## src/sv/sbm_pkg.sv

```systemverilog
// ----------------------------------------------------------------------------
// sbm_pkg
// Shared types and constants for the scrolling bar matrix driver.
// ----------------------------------------------------------------------------
package sbm_pkg;

  // Number of display columns (default for the top-level parameter)
  localparam int COLUMNS_DEF = 8;

  // Input command codes
  localparam logic [1:0] CMD_INIT   = 2'd0;
  localparam logic [1:0] CMD_SAMPLE = 2'd1;
  localparam logic [1:0] CMD_CLEAR  = 2'd2;

  // Configuration register indexes
  localparam int          CFG_IDX_W      = 2;
  localparam logic [1:0]  CFG_BRIGHTNESS = 2'd0;
  localparam logic [1:0]  CFG_SCAN_ROWS  = 2'd1;
  localparam int          CFG_DATA_W     = 4;

  // Reset values of the configuration registers
  localparam logic [3:0] BRIGHTNESS_RST = 4'd8;
  localparam logic [2:0] SCAN_ROWS_RST  = 3'd7;

  // Controller register addresses
  localparam logic [3:0] ADDR_DECODE    = 4'h9;
  localparam logic [3:0] ADDR_INTENSITY = 4'ha;
  localparam logic [3:0] ADDR_SCANLIMIT = 4'hb;
  localparam logic [3:0] ADDR_SHUTDOWN  = 4'hc;
  localparam logic [3:0] ADDR_TEST      = 4'hf;

  // Header writes of the init sequence, by step
  localparam logic [1:0] HEAD_SCANLIMIT = 2'd0;
  localparam logic [1:0] HEAD_DECODE    = 2'd1;
  localparam logic [1:0] HEAD_SHUTDOWN  = 2'd2;
  localparam logic [1:0] HEAD_TEST      = 2'd3;

  // Input request
  typedef struct packed {
    logic [1:0]  cmd;
    logic [15:0] reading;
  } in_t;

  // Result request: one controller register write
  typedef struct packed {
    logic [3:0] reg_addr;
    logic [7:0] reg_data;
    logic       last;
  } out_t;

  // Classified operation
  typedef enum logic [1:0] {
    OP_INIT,
    OP_SAMPLE,
    OP_CLEAR
  } op_t;

  // Entry of the command queue between front and back
  typedef struct packed {
    op_t        op;
    logic [2:0] level;
  } cmd_t;

  // Sequencer states
  typedef enum logic [1:0] {
    ST_IDLE,
    ST_HEAD,
    ST_COLS,
    ST_TAIL
  } st_t;

endpackage

```

## src/sv/sbm_front.sv

```systemverilog
// ----------------------------------------------------------------------------
// sbm_front
// Accepts input requests, classifies them and queues them for the sequencer.
// ----------------------------------------------------------------------------
module sbm_front import sbm_pkg::*; (
  input  logic clk,
  input  logic rst,
  input  logic push,
  output logic full,
  input  in_t  item,
  output logic cmd_valid,
  output cmd_t cmd,
  input  logic cmd_take
);

  cmd_t       slots [2];
  logic [1:0] count;
  logic       wr_ptr;
  logic       rd_ptr;
  cmd_t       entry;
  logic       keep;
  logic       do_push;
  logic       do_pop;

  // Classify the command; drop the unused code
  always_comb begin
    entry.level = item.reading[15:13];
    keep        = 1'b1;
    case (item.cmd)
      CMD_INIT:   entry.op = OP_INIT;
      CMD_SAMPLE: entry.op = OP_SAMPLE;
      CMD_CLEAR:  entry.op = OP_CLEAR;
      default: begin
        entry.op = OP_CLEAR;
        keep     = 1'b0;
      end
    endcase
  end

  assign full      = (count == 2'd2);
  assign cmd_valid = (count != 2'd0);
  assign cmd       = slots[rd_ptr];
  assign do_push   = push && !full && keep;
  assign do_pop    = cmd_take && cmd_valid;

  // Store queued commands
  always_ff @(posedge clk) begin
    if (do_push) begin
      slots[wr_ptr] <= entry;
    end
  end

  // Advance queue pointers and count
  always_ff @(posedge clk) begin
    if (rst) begin
      count  <= 2'd0;
      wr_ptr <= 1'b0;
      rd_ptr <= 1'b0;
    end else begin
      if (do_push) begin
        wr_ptr <= !wr_ptr;
      end
      if (do_pop) begin
        rd_ptr <= !rd_ptr;
      end
      case ({do_push, do_pop})
        2'b10:   count <= count + 2'd1;
        2'b01:   count <= count - 2'd1;
        default: count <= count;
      endcase
    end
  end

endmodule

```

## src/sv/sbm_back.sv

```systemverilog
// ----------------------------------------------------------------------------
// sbm_back
// Sequencer: carries out queued commands, keeps the column ring and emits
// one register write per cycle into a two-entry result queue, when not full.
// ----------------------------------------------------------------------------
module sbm_back import sbm_pkg::*; #(
  parameter int COLUMNS = COLUMNS_DEF
) (
  input  logic       clk,
  input  logic       rst,
  input  logic       cmd_valid,
  input  cmd_t       cmd,
  output logic       cmd_take,
  input  logic [3:0] brightness,
  input  logic [2:0] scan_rows,
  output logic       empty,
  input  logic       pop,
  output out_t       result
);

  localparam int             CW       = $clog2(COLUMNS);
  localparam logic [CW-1:0]  LAST_COL = CW'(COLUMNS - 1);

  st_t           state, state_next;
  op_t           op, op_next;
  logic [1:0]    step, step_next;
  logic [CW-1:0] col, col_next;
  logic [CW-1:0] rd, rd_next;
  logic [CW-1:0] wp, wp_next;
  logic [7:0]    store [COLUMNS];
  logic          store_we;
  logic [7:0]    store_wdata;

  out_t          oq [2];
  logic [1:0]    oq_count;
  logic          oq_wr;
  logic          oq_rd;
  logic          emit;
  logic          take_out;
  out_t          emit_item;

  function automatic logic [CW-1:0] wrap_inc(input logic [CW-1:0] x);
    return (x == LAST_COL) ? '0 : x + 1'b1;
  endfunction

  assign emit     = (state != ST_IDLE) && (oq_count != 2'd2);
  assign cmd_take = (state == ST_IDLE);
  assign take_out = pop && !empty;

  // Build the current register write
  always_comb begin
    emit_item = '0;
    case (state)
      ST_HEAD: begin
        case (step)
          HEAD_SCANLIMIT: begin
            emit_item.reg_addr = ADDR_SCANLIMIT;
            emit_item.reg_data = {5'd0, scan_rows};
          end
          HEAD_DECODE: begin
            emit_item.reg_addr = ADDR_DECODE;
          end
          HEAD_SHUTDOWN: begin
            emit_item.reg_addr = ADDR_SHUTDOWN;
            emit_item.reg_data = 8'd1;
          end
          default: begin
            emit_item.reg_addr = ADDR_TEST;
          end
        endcase
      end
      ST_COLS: begin
        emit_item.reg_addr = 4'(col) + 4'd1;
        emit_item.reg_data = (op == OP_SAMPLE) ? store[rd] : 8'h00;
        emit_item.last     = (op != OP_INIT) && (col == LAST_COL);
      end
      ST_TAIL: begin
        emit_item.reg_addr = ADDR_INTENSITY;
        emit_item.reg_data = {4'd0, brightness};
        emit_item.last     = 1'b1;
      end
      default: emit_item = '0;
    endcase
  end

  // Next state and ring update
  always_comb begin
    state_next  = state;
    op_next     = op;
    step_next   = step;
    col_next    = col;
    rd_next     = rd;
    wp_next     = wp;
    store_we    = 1'b0;
    store_wdata = 8'd1 << cmd.level;
    case (state)
      ST_IDLE: begin
        if (cmd_valid) begin
          op_next   = cmd.op;
          step_next = 2'd0;
          col_next  = '0;
          rd_next   = '0;
          if (cmd.op == OP_INIT) begin
            state_next = ST_HEAD;
          end else begin
            state_next = ST_COLS;
          end
          if (cmd.op == OP_SAMPLE) begin
            store_we = 1'b1;
            wp_next  = wrap_inc(wp);
            rd_next  = wrap_inc(wp);
          end
        end
      end
      ST_HEAD: begin
        if (emit) begin
          step_next = step + 2'd1;
          if (step == HEAD_TEST) begin
            state_next = ST_COLS;
          end
        end
      end
      ST_COLS: begin
        if (emit) begin
          col_next = col + 1'b1;
          rd_next  = wrap_inc(rd);
          if (col == LAST_COL) begin
            col_next   = '0;
            state_next = (op == OP_INIT) ? ST_TAIL : ST_IDLE;
          end
        end
      end
      ST_TAIL: begin
        if (emit) begin
          state_next = ST_IDLE;
        end
      end
      default: state_next = ST_IDLE;
    endcase
  end

  // Hold sequencer state
  always_ff @(posedge clk) begin
    if (rst) begin
      state <= ST_IDLE;
      op    <= OP_INIT;
      step  <= 2'd0;
      col   <= '0;
      rd    <= '0;
      wp    <= '0;
    end else begin
      state <= state_next;
      op    <= op_next;
      step  <= step_next;
      col   <= col_next;
      rd    <= rd_next;
      wp    <= wp_next;
    end
  end

  // Column ring, cleared at reset
  always_ff @(posedge clk) begin
    if (rst) begin
      for (int i = 0; i < COLUMNS; i++) begin
        store[i] <= 8'h00;
      end
    end else if (store_we) begin
      store[wp] <= store_wdata;
    end
  end

  // Result queue storage
  always_ff @(posedge clk) begin
    if (emit) begin
      oq[oq_wr] <= emit_item;
    end
  end

  // Result queue pointers and count
  always_ff @(posedge clk) begin
    if (rst) begin
      oq_count <= 2'd0;
      oq_wr    <= 1'b0;
      oq_rd    <= 1'b0;
    end else begin
      if (emit) begin
        oq_wr <= !oq_wr;
      end
      if (take_out) begin
        oq_rd <= !oq_rd;
      end
      case ({emit, take_out})
        2'b10:   oq_count <= oq_count + 2'd1;
        2'b01:   oq_count <= oq_count - 2'd1;
        default: oq_count <= oq_count;
      endcase
    end
  end

  assign empty  = (oq_count == 2'd0);
  assign result = oq[oq_rd];

  // Ring pointer stays within the column count
  a_wp_range: assert property (@(posedge clk) disable iff (rst)
    wp <= LAST_COL) else $error("write pointer beyond last column");

  // Result queue never overfills
  a_oq_bound: assert property (@(posedge clk) disable iff (rst)
    oq_count != 2'd3) else $error("result queue overflow");

  // Final write of a command returns the sequencer to idle
  a_last_idle: assert property (@(posedge clk) disable iff (rst)
    emit && emit_item.last |=> state == ST_IDLE)
    else $error("sequencer busy after final write");

endmodule

```

## src/sv/scrolling_bar_matrix_driver_top.sv

```systemverilog
// ----------------------------------------------------------------------------
// scrolling_bar_matrix_driver_top
// Scrolling one-dot graph driver: turns commands into controller writes.
// ----------------------------------------------------------------------------
// Path: the first write of a command reaches the result side through the
//   command queue, then the sequencer, which writes into the result queue.
// Throughput: one write per cycle from the single write path, while the result
//   queue has room; init: head, columns, tail writes; sample, clear: columns.
// Reset: clears queues, column ring and pointer; brightness 8, scan_rows 7.
module scrolling_bar_matrix_driver_top import sbm_pkg::*; #(
  parameter int COLUMNS = COLUMNS_DEF
) (
  input  logic                  clk,
  input  logic                  rst,
  input  logic                  push,
  output logic                  full,
  input  in_t                   item,
  output logic                  empty,
  input  logic                  pop,
  output out_t                  result,
  input  logic                  cfg_we,
  input  logic [CFG_IDX_W-1:0]  cfg_index,
  input  logic [CFG_DATA_W-1:0] cfg_data
);

  logic [3:0] brightness;
  logic [2:0] scan_rows;
  logic       cmd_valid;
  cmd_t       cmd;
  logic       cmd_take;

  // Configuration registers
  always_ff @(posedge clk) begin
    if (rst) begin
      brightness <= BRIGHTNESS_RST;
      scan_rows  <= SCAN_ROWS_RST;
    end else if (cfg_we) begin
      case (cfg_index)
        CFG_BRIGHTNESS: brightness <= cfg_data[3:0];
        CFG_SCAN_ROWS:  scan_rows  <= cfg_data[2:0];
        default: ;
      endcase
    end
  end

  sbm_front u_front (
    .clk       (clk),
    .rst       (rst),
    .push      (push),
    .full      (full),
    .item      (item),
    .cmd_valid (cmd_valid),
    .cmd       (cmd),
    .cmd_take  (cmd_take)
  );

  sbm_back #(
    .COLUMNS (COLUMNS)
  ) u_back (
    .clk        (clk),
    .rst        (rst),
    .cmd_valid  (cmd_valid),
    .cmd        (cmd),
    .cmd_take   (cmd_take),
    .brightness (brightness),
    .scan_rows  (scan_rows),
    .empty      (empty),
    .pop        (pop),
    .result     (result)
  );

endmodule
```

## config.mk

```make
export PLATFORM = sky130hd
export DESIGN_NAME = scrolling_bar_matrix_driver_top
export DESIGN_NICKNAME = d
export VERILOG_FILES = /design/src/sv/sbm_pkg.sv /design/src/sv/sbm_front.sv /design/src/sv/sbm_back.sv /design/src/sv/scrolling_bar_matrix_driver_top.sv
export SDC_FILE = /design/constraint.sdc
export NUM_CORES = 1
export LEC_CHECK = 0
export BUFFER_PORTS_ARGS = -buffer_cell sky130_fd_sc_hd__buf_2
export CAP_MARGIN = 20
export CORE_ASPECT_RATIO = 0.8
export CORE_MARGIN = 4
export CORE_UTILIZATION = 31
export CTS_BUF_LIST = sky130_fd_sc_hd__clkbuf_16
export CTS_CLUSTER_SIZE = 12
export DETAILED_ROUTE_END_ITERATION = 16
export SLEW_MARGIN = 30
export SYNTH_ARGS = -nofsm -noshare
export SYNTH_HDL_FRONTEND = slang
export SYNTH_SLANG_ARGS = --single-unit
```

## constraint.sdc

```tcl
create_clock -name clk -period 4.9 [get_ports clk]
set_clock_uncertainty 0.05 [all_clocks]
set_input_delay 0.735 -clock clk [delete_from_list [all_inputs] [get_ports clk]]
set_output_delay 0.735 -clock clk [all_outputs]
set_load 0.01 [all_outputs]
```

# Yosys cells after proc, flatten, opt, wreduce, memory -nomap -nowiden
# Memories as Yosys holds them, arrays and structs flattened. A register that Yosys moved wholly into a read port is not among the register bits.
# Cells that the tools add are included.
# Widths: inputs -> output; s select.
# totals
ff_bits	30
latchBits	0
mem_bits_rw	100
mem_bits_ro	0
inputBits	29
out_inout_bits	15
wordCells	140
n_memories	3
# op_classes
n_addsub	9
multipliers	0
div_mod_pow	0
magnitude_cmp	0
eq_ne	26
shift	1
muxes	52
n_bitwise	0
n_reduce_logical	35
# memory_table
name	words	width	rd	rd_ports_with_merged_regs	wr	line_no	text
u_back.store	8	8	1	1	8	sbm_back.sv:30	logic [7:0] store [COLUMNS];
u_back.oq	2	13	1	1	1	sbm_back.sv:34	out_t oq [2];
u_front.slots	2	5	1	1	1	sbm_front.sv:16	cmd_t slots [2];
# ops
cell	count
$pmux 12 s3	1
$mux 3	11
$mux 2	10
$mux 1	18
$pmux 3 s2	3
$eq 2x1->1 const B	8
$eq 2x2->1 const B	8
$mux 8	2
$pmux 2 s2	4
$logic_not 2->1	7
$reduce_bool 2->1	7
$ne 2x1->1 const B	6
$add 3x1->3 const B	3
$eq 3x3->1 const B	3
$pmux 3 s3	1
$reduce_and 3->1	3
$pmux 2 s4	1
$reduce_or 8->1	1
$shl 1x3->8 const A	1
$add 2x1->2 const B	3
$logic_and 1x1->1	6
$logic_not 1->1	6
$reduce_and 2->1	3
$reduce_and 6->1	1
5 further kinds	6

# Logic depth before layout (Yosys ltp)
# Gate-level depths: netlist (run 1).
# logic_depth
ltp_word	9
mapped_depth	7
depth_no_buf	7

# Cells and area by module
# A second synthesis (run 1) with hierarchy kept.
# hier_totals
cells_unflattened	484
area_unflattened_um2	6118.4
# by_module_without_submodules
module	instances	cells_per_inst	area_per_inst_um2	seq_area_each_um2
sbm_back	1	409	5202.5	3163.0
sbm_front	1	43	594.3	400.4
scrolling_bar_matrix_driver_top	1	32	321.6	140.1

# Worst setup path after synthesis (run 1)
# OpenSTA, ideal clock, no wires.
# synth_timing
path_type	reg2reg
start	memory u_front.slots[0][4] in the netlist's numbering
end	memory u_back.store[3][0] (enable)
setup_ns	0.334
arrival_time_ns	1.792
required_ns	4.516
slack_ns	2.724
stages_incl_launch_ff	5
path_buffers	0
period_less_slack_ns	2.176
cell_sequence	edfxtp_1 -> or3b_4 -> a211oi_4 -> nand4_2 -> nand2b_1
# synth_lines
element	line_no
start, declared	sbm_front.sv:16
end, declared	sbm_back.sv:30

==> impl_results.md, run 1 <==
* Max-capacitance violation count at 0
* Critical path arrival at 2720 ps
* Cell count after placement at approximately 730
* Routed wire length at between 10,000 and 15,000 um
* Max FO, Critical Path at 14
* CP Cell Sequence: nand3b_1 -> a211oi_4 -> nand4_2 -> nand2b_1
* Die height at 132 um
* Register area at 3710 um2
* Total Nets Final at between 500 and 600
* Final-layout fill cell count at about 1,800
* Max-slew violations at 0
* Worst setup EP type: register
* Grt total ovfl at 0
* Slew HR at 42.0%
* Placed cell areas at roughly 6400 um2
* Multi-input logic area at around 2100 um2
* Yosys warns at 0
* Critical Path Slowest Stage Cell: dfxtp_1
* Clk buf depth at 2
* Ys async rst share at 0%
* Synthesized-area fraction occupied by adder cells at roughly 2.3%
* Count of non-filler cells in the finished layout at between 700 and 800
* Num ports at 44
* Critical Path Source Type: register
* Mux contribution to synthesized area at 11.9%
* P&R area growth vs syn at 16.5%
* Hold Crit Class: reg2reg
* Data required time of the worst path at 4910 ps
* Vias/cell at 4.79
* Vias in the first global route at approximately 3,700
* Synth Net Count at just over 500
* Post-DP HPWL at roughly 8500 um
* Post-route setup TNS at 0 ps
* Finished Cell Area at roughly 6900 um2
* Post-synth EDFFs at 100
* CTS tree: built
* Largest net degree at the start of global routing at 45
* Clock sinks at 135
* VDD IR max at 228 uV
* Synth Area per Inst at between 10 and 15 um2
* Final GP Congestion at 0.796
* Register area share after synthesis at between 60% and 70%
* Max Clock Freq at roughly 0.37 GHz
* Die width at about 160 um
* Top_reg_cell synth: edfxtp_1
* Via count at roughly 3,700
* Starting Density at about a third
* Synthesized area at 5960 um2
* Initial DRC count at 317
* Site Rows at 45
* Worst-path clk slew at 50 ps
* Fin crit period at about 2700 ps
* Actual slew at the worst max-slew pin at between 800 and 900 ps
* Pwr per Cell Area at 546 nW/um2
* DR WL/cell at ~16 um
* Simple logic cell fraction of the synthesized area at 13.6%
* Max stage delay on crit path at 600 ps
* R2R Setup Slk at about 2200 ps
* Post-CTS setup buffer count at 0
* #FFs+latches synth at 135
* CP top delay family: simple AND/OR/NAND/NOR gates
* # setup viols final at 0
* Outcome: complete, no violations
* Diode count at 0
* Cts repair resizes at 0
* Total CTS buffers at 17
* RSZ-0062 raised after global routing: no
* Skew-Pair Late Insertion Delay at 410 ps
* Netlist cell types at 46
* Final Cycle Share at between 50% and 60%
* Largest family of logic cells by synthesized area: simple AND/OR/NAND/NOR gates
* Leakage at 2.39 nW
* XOR/XNOR Fraction of Synth Area at about 1.2%
* DRC viols at 0
* PortBufs at 30
* Compound-Gate Fraction of Synth Area at under 10%
* Final Hold Fails at 0
* Die ar. at 21,500 um2
* Antenna violations before repair at 0
* Htree depth at 4
* Worst Path Buf+Inv at 0
* Core area at approximately 19,000 um2
* GRT Total Usage at about 12%
* # hold bufs at CTS at 0
* Initial DRT Pass Iterations at 4
* Mapped Cells at 464
* Critical path type: reg2reg
* Post-route ant nets at 0
* First-pass GRT wire length at 20,100 um
* Layout cells sized above 1 at between 20% and 30%
* Clock Tree Root: clkbuf_16
* Layout Utilization at a little under two fifths
## per-layer routing
layer / track usage (%) / wire (um) / vias to the layer above
met5: 0 / 0 / -
met4: 4.42 / 164 / 0
met3: 3.19 / 730 / 13
met2: 17.9 / 5520 / 97
met1: 17.1 / 6010 / 1796
li1: - / - / 1756
## final timing paths
kind | start | endpoint | cells past startpoint
setup / recovery | register | u_back.store[5][1] | 4
setup reg to reg | register | u_back.store[5][1] | 4
hold / removal | scan_rows[1] | scan_rows[1] | 1
hold reg to reg | scan_rows[1] | scan_rows[1] | 1
## worst register-to-register path, delay by kind of cell (launching register included)
kind / cells / cell delay (ps)
AND/OR/NAND/NOR: 3 / 1170
AO/OA/AOI/OAI: 1 / 540
flip-flops: 1 / 600
## stage by stage
stage / power [W] / hold WS [ps] / worst slack [ps]
after floorplan: 0.00232 / 385 / 2720
after global placement: 0.00257 / 393 / 2140
after detailed placement: 0.00261 / 402 / 2150
after CTS: 0.00383 / 415 / 2150
after global routing: 0.00401 / 429 / 1940
final: 0.00379 / 412 / 2190
## registers in the layout, indices dropped and copies added (netlist names), named ones only
register,flops
u_back.rd,3
brightness,4
u_front.slots,10
u_back.store,64
u_back.wp,3
u_front.wr_ptr,1
u_back.oq_count,2
u_front.rd_ptr,1
u_back.oq_wr,1
u_back.oq_rd,1
u_back.col,3
u_back.state,2
u_front.count,2
scan_rows,3
u_back.oq,26
u_back.step,2
u_back.op,2
## cell families (layout without fill, tap and decap cells)
kind of cell,count (synthesis),after routing
buffers and inverters,34,76
multiplexers,49,49
AND/OR/NAND/NOR,174,174
XOR/XNOR,8,8
flip-flops,135,135
adder cells (fa/ha/maj),11,11
AO/OA/AOI/OAI,53,53
## layout by cell type (no fill, tap or decap), types with 5 or more instances in the layout
master / instances
a211o_1: 5
a21oi_1: 10
buf_2: 30
clkbuf_16: 19
dfxtp_1: 32
edfxtp_1: 100
ha_1: 11
inv_1: 16
mux2_2: 15
mux2i_1: 18
mux4_2: 16
nand2_1: 18
nand2b_1: 11
nor2_1: 104
nor2b_1: 6
nor3_1: 7
o21ai_0: 12
xnor2_1: 6
## report_power, final
group	total, W	leakage [nW]	internal, W	switching (W)
Clock	0.00122	0.289	0.000751	0.000469
Sequential	0.00165	1.29	0.00143	0.000221
Combinational	0.000924	0.815	0.000433	0.000491
Total	0.00379	2.39	0.00261	0.00118
## final cells by class
| cell class | count | share of cell area (%) |
|---|---|---|
| Inverter | 14 | 0.757 |
| Multi-Input combinational cell | 295 | 30.7 |
| Tap cell | 258 | 4.65 |
| Clock inverter | 13 | 1.48 |
| Clock buffer | 19 | 6.85 |
| Sequential cell | 135 | 53.4 |
| Timing Repair Buffer | 30 | 2.16 |
## cell usage after synthesis (all sizes together) (2+ instances only)
cell	instances	area (um2)
buf	4	17.5
nor2	106	398
nand2	20	80.1
a211oi	5	55.1
nand3	6	50.1
o21ai	12	60.1
edfxtp	100	3000
mux4	16	360
nor2b	6	37.5
nand3b	4	30.0
or3	4	25.0
dfxtp	35	701
xnor2	6	52.6
o22ai	2	12.5
nor3	7	35.0
nand4	4	37.5
a211o	5	43.8
a21oi	10	50.1
mux2	15	169
nor3b	2	15.0
clkbuf	16	60.1
inv	14	52.6
ha	11	138
o32ai	4	35.0
a221oi	4	35.0
mux2i	18	180
o211ai	4	30.0
nand2b	11	68.8
xor2	2	17.5
(Power assumes the default switching activity.)
==> run 2, diff against run 1 <==
==> constraint.sdc (replaced) <==
create_clock -name clk -period 2.8 [get_ports clk]
set_clock_uncertainty 0.05 [all_clocks]
set_input_delay 0.42 -clock clk [delete_from_list [all_inputs] [get_ports clk]]
set_output_delay 0.42 -clock clk [all_outputs]
set_load 0.01 [all_outputs]
==> impl_results.md, run 2 (same netlist as run 1, synthesis figures left out) <==
* CP Cell Sequence: or3b_4 -> a2111oi_4 -> nand2_2 -> nand2b_1
* Skew-Pair Late Insertion Delay at approximately 400 ps
* Outcome: complete, no violations
* Max FFs per register at between 60 and 70
* DP Worst Slack at roughly 370 ps
* Hold Worst Slack at 146 ps
* Final GP Congestion at roughly 0.79
* Post-CTS setup buffer count at 0
* PnR worst setup slack at between 300 and 400 ps
* Vias in the first global route at about 3,700
* Critical path type: reg2reg
* Critical path arrival at about 2400 ps
* Commonest cells after routing, fill and taps aside: nor2_1 (106), edfxtp_1 (100), dfxtp_1 (35), buf_2 (30), clkbuf_16 (20)
* Post-route setup TNS at 0 ps
* Max FO, Critical Path at 9
* Worst setup EP type: register
* Actual slew at the worst max-slew pin at approximately 790 ps
* Die width at 163 um
* Grt total ovfl at 0
* Final Hold Fails at 0
* # hold bufs at CTS at 0
* Critical Path Source Type: register
* Site Rows at 45
* Core area at 18,900 um2
* Initial DRT Pass Iterations at 5
* Cell count after placement at roughly 750
* DRC viols at 0
* Clk buf depth at 2
* Clock sinks at around 140
* Largest Register: u_back.store
* Max-capacitance violation count at 0
* CTS tree: built
* Hold Crit Start: item[14]
* Largest net degree at the start of global routing at 25
* VDD IR max at about 370 uV
* Worst Setup SP: u_front.slots[0][4]
* Num ports at 44
* Leakage at 2.47 nW
* R2R Setup Slk at a little under 400 ps
* Post-DP HPWL at roughly 9000 um
* First-pass GRT wire length at between 20,000 and 25,000 um
* Diode count at 0
* Vias/cell at around 4.8
* Antenna violations before repair at 0
* Regs by FF count: u_back.store: 64 flops, u_back.oq: 26 flops, u_front.slots: 10 flops
* # setup viols final at 0
* R2r startpoint: u_front.slots[0][4]
* P&R area growth vs syn at 18.4%
* Cts repair resizes at 0
* Post-route ant nets at 0
* Max stage delay on crit path at about 570 ps
* Count of non-filler cells in the finished layout at 780
* Critical Path Slowest Stage Cell: a2111oi_4
* Layout cells sized above 1 at between 20% and 30%
* Slew HR at a little under half
* Commonest non-fill, non-tap cell in the layout: nor2_1
* Htree depth at 4
* Initial DRC count at 366
* Pwr per Cell Area at ~950 nW/um2
* Max Clock Freq at a little over 0.4 GHz
* Total CTS buffers at 17
* Die height at approximately 130 um
* Via count at 3,759
* Data required time of the worst path at 2820 ps
* Max-slew violations at 0
* Clock Tree Root: clkbuf_16
* GRT Total Usage at between 10% and 20%
* PortBufs at 30
* Die ar. at between 20,000 and 25,000 um2
* DR WL/cell at about 16 um
* RSZ-0062 raised after global routing: no
* Worst-path clk slew at about 60 ps
* Fin crit period at around 2400 ps
* Total Nets Final at 549
* Final Cycle Share at 86.1%
* Starting Density at 31.5%
* Routed wire length at 12,800 um
* Hold Crit Class: in2reg
[run 2: changes by cell type in the layout (fill, tap and decap cells not counted), moves of 2 or more]
| cell | previous run | this run |
|---|---|---|
| buf_4 | 0 | 16 |
| nor2_1 | 104 | 106 |
| dfxtp_1 | 32 | 35 |
| nor2_2 | 2 | 0 |
| clkinv_4 | 2 | 0 |
| inv_1 | 16 | 18 |
| dfxtp_2 | 3 | 0 |
[run 2: worst max-delay path: cells and delay by family, from the launching register on]
family          cells  cell delay, ps
compound gates      1             570
flops               1             410
simple gates        3            1030
[run 2: layout make-up]
cell class | count | area [um2]
Clock buffer | 20 | 500
Clock inverter | 12 | 82.6
Fill cell | 1821 | 11900
Inverter | 14 | 52.6
Multi-Input combinational cell | 295 | 2130
Sequential cell | 135 | 3700
Tap cell | 258 | 323
Timing Repair Buffer | 46 | 270
[run 2: stage by stage]
| stage | power [W] | instance area (um2) | util [%] |
|---|---|---|---|
| floorplan | 0.00406 | 5960 | - |
| global placement | 0.00458 | 6470 | 34.2 |
| detailed placement | 0.00464 | 6470 | 34.2 |
| CTS | 0.00680 | 7060 | 37.3 |
| global route | 0.00711 | 7060 | 37.3 |
| finish | 0.00674 | 7060 | 37.3 |
[run 2: power breakdown]
part / total (W) / switching (W) / internal (W)
Clock: 0.00214 / 0.000790 / 0.00135
Sequential: 0.00278 / 0.000286 / 0.00249
Combinational: 0.00182 / 0.000987 / 0.000830
[run 2: routing by layer]
layer	global-route usage, %	share of wire (%)	up-vias
met1	18.2	50	1848
met3	3.25	6.2	12
met2	17.2	43	112
met4	4.56	1.2	0
met5	0	0	-
li1	-	-	1787
[run 2: worst paths after layout]
kind,endpoint,cells past startpoint
max,u_back.store[0][0],4
min,u_front.slots[0][1],1
max reg2reg,u_back.store[0][0],4
min reg2reg,scan_rows[0],1
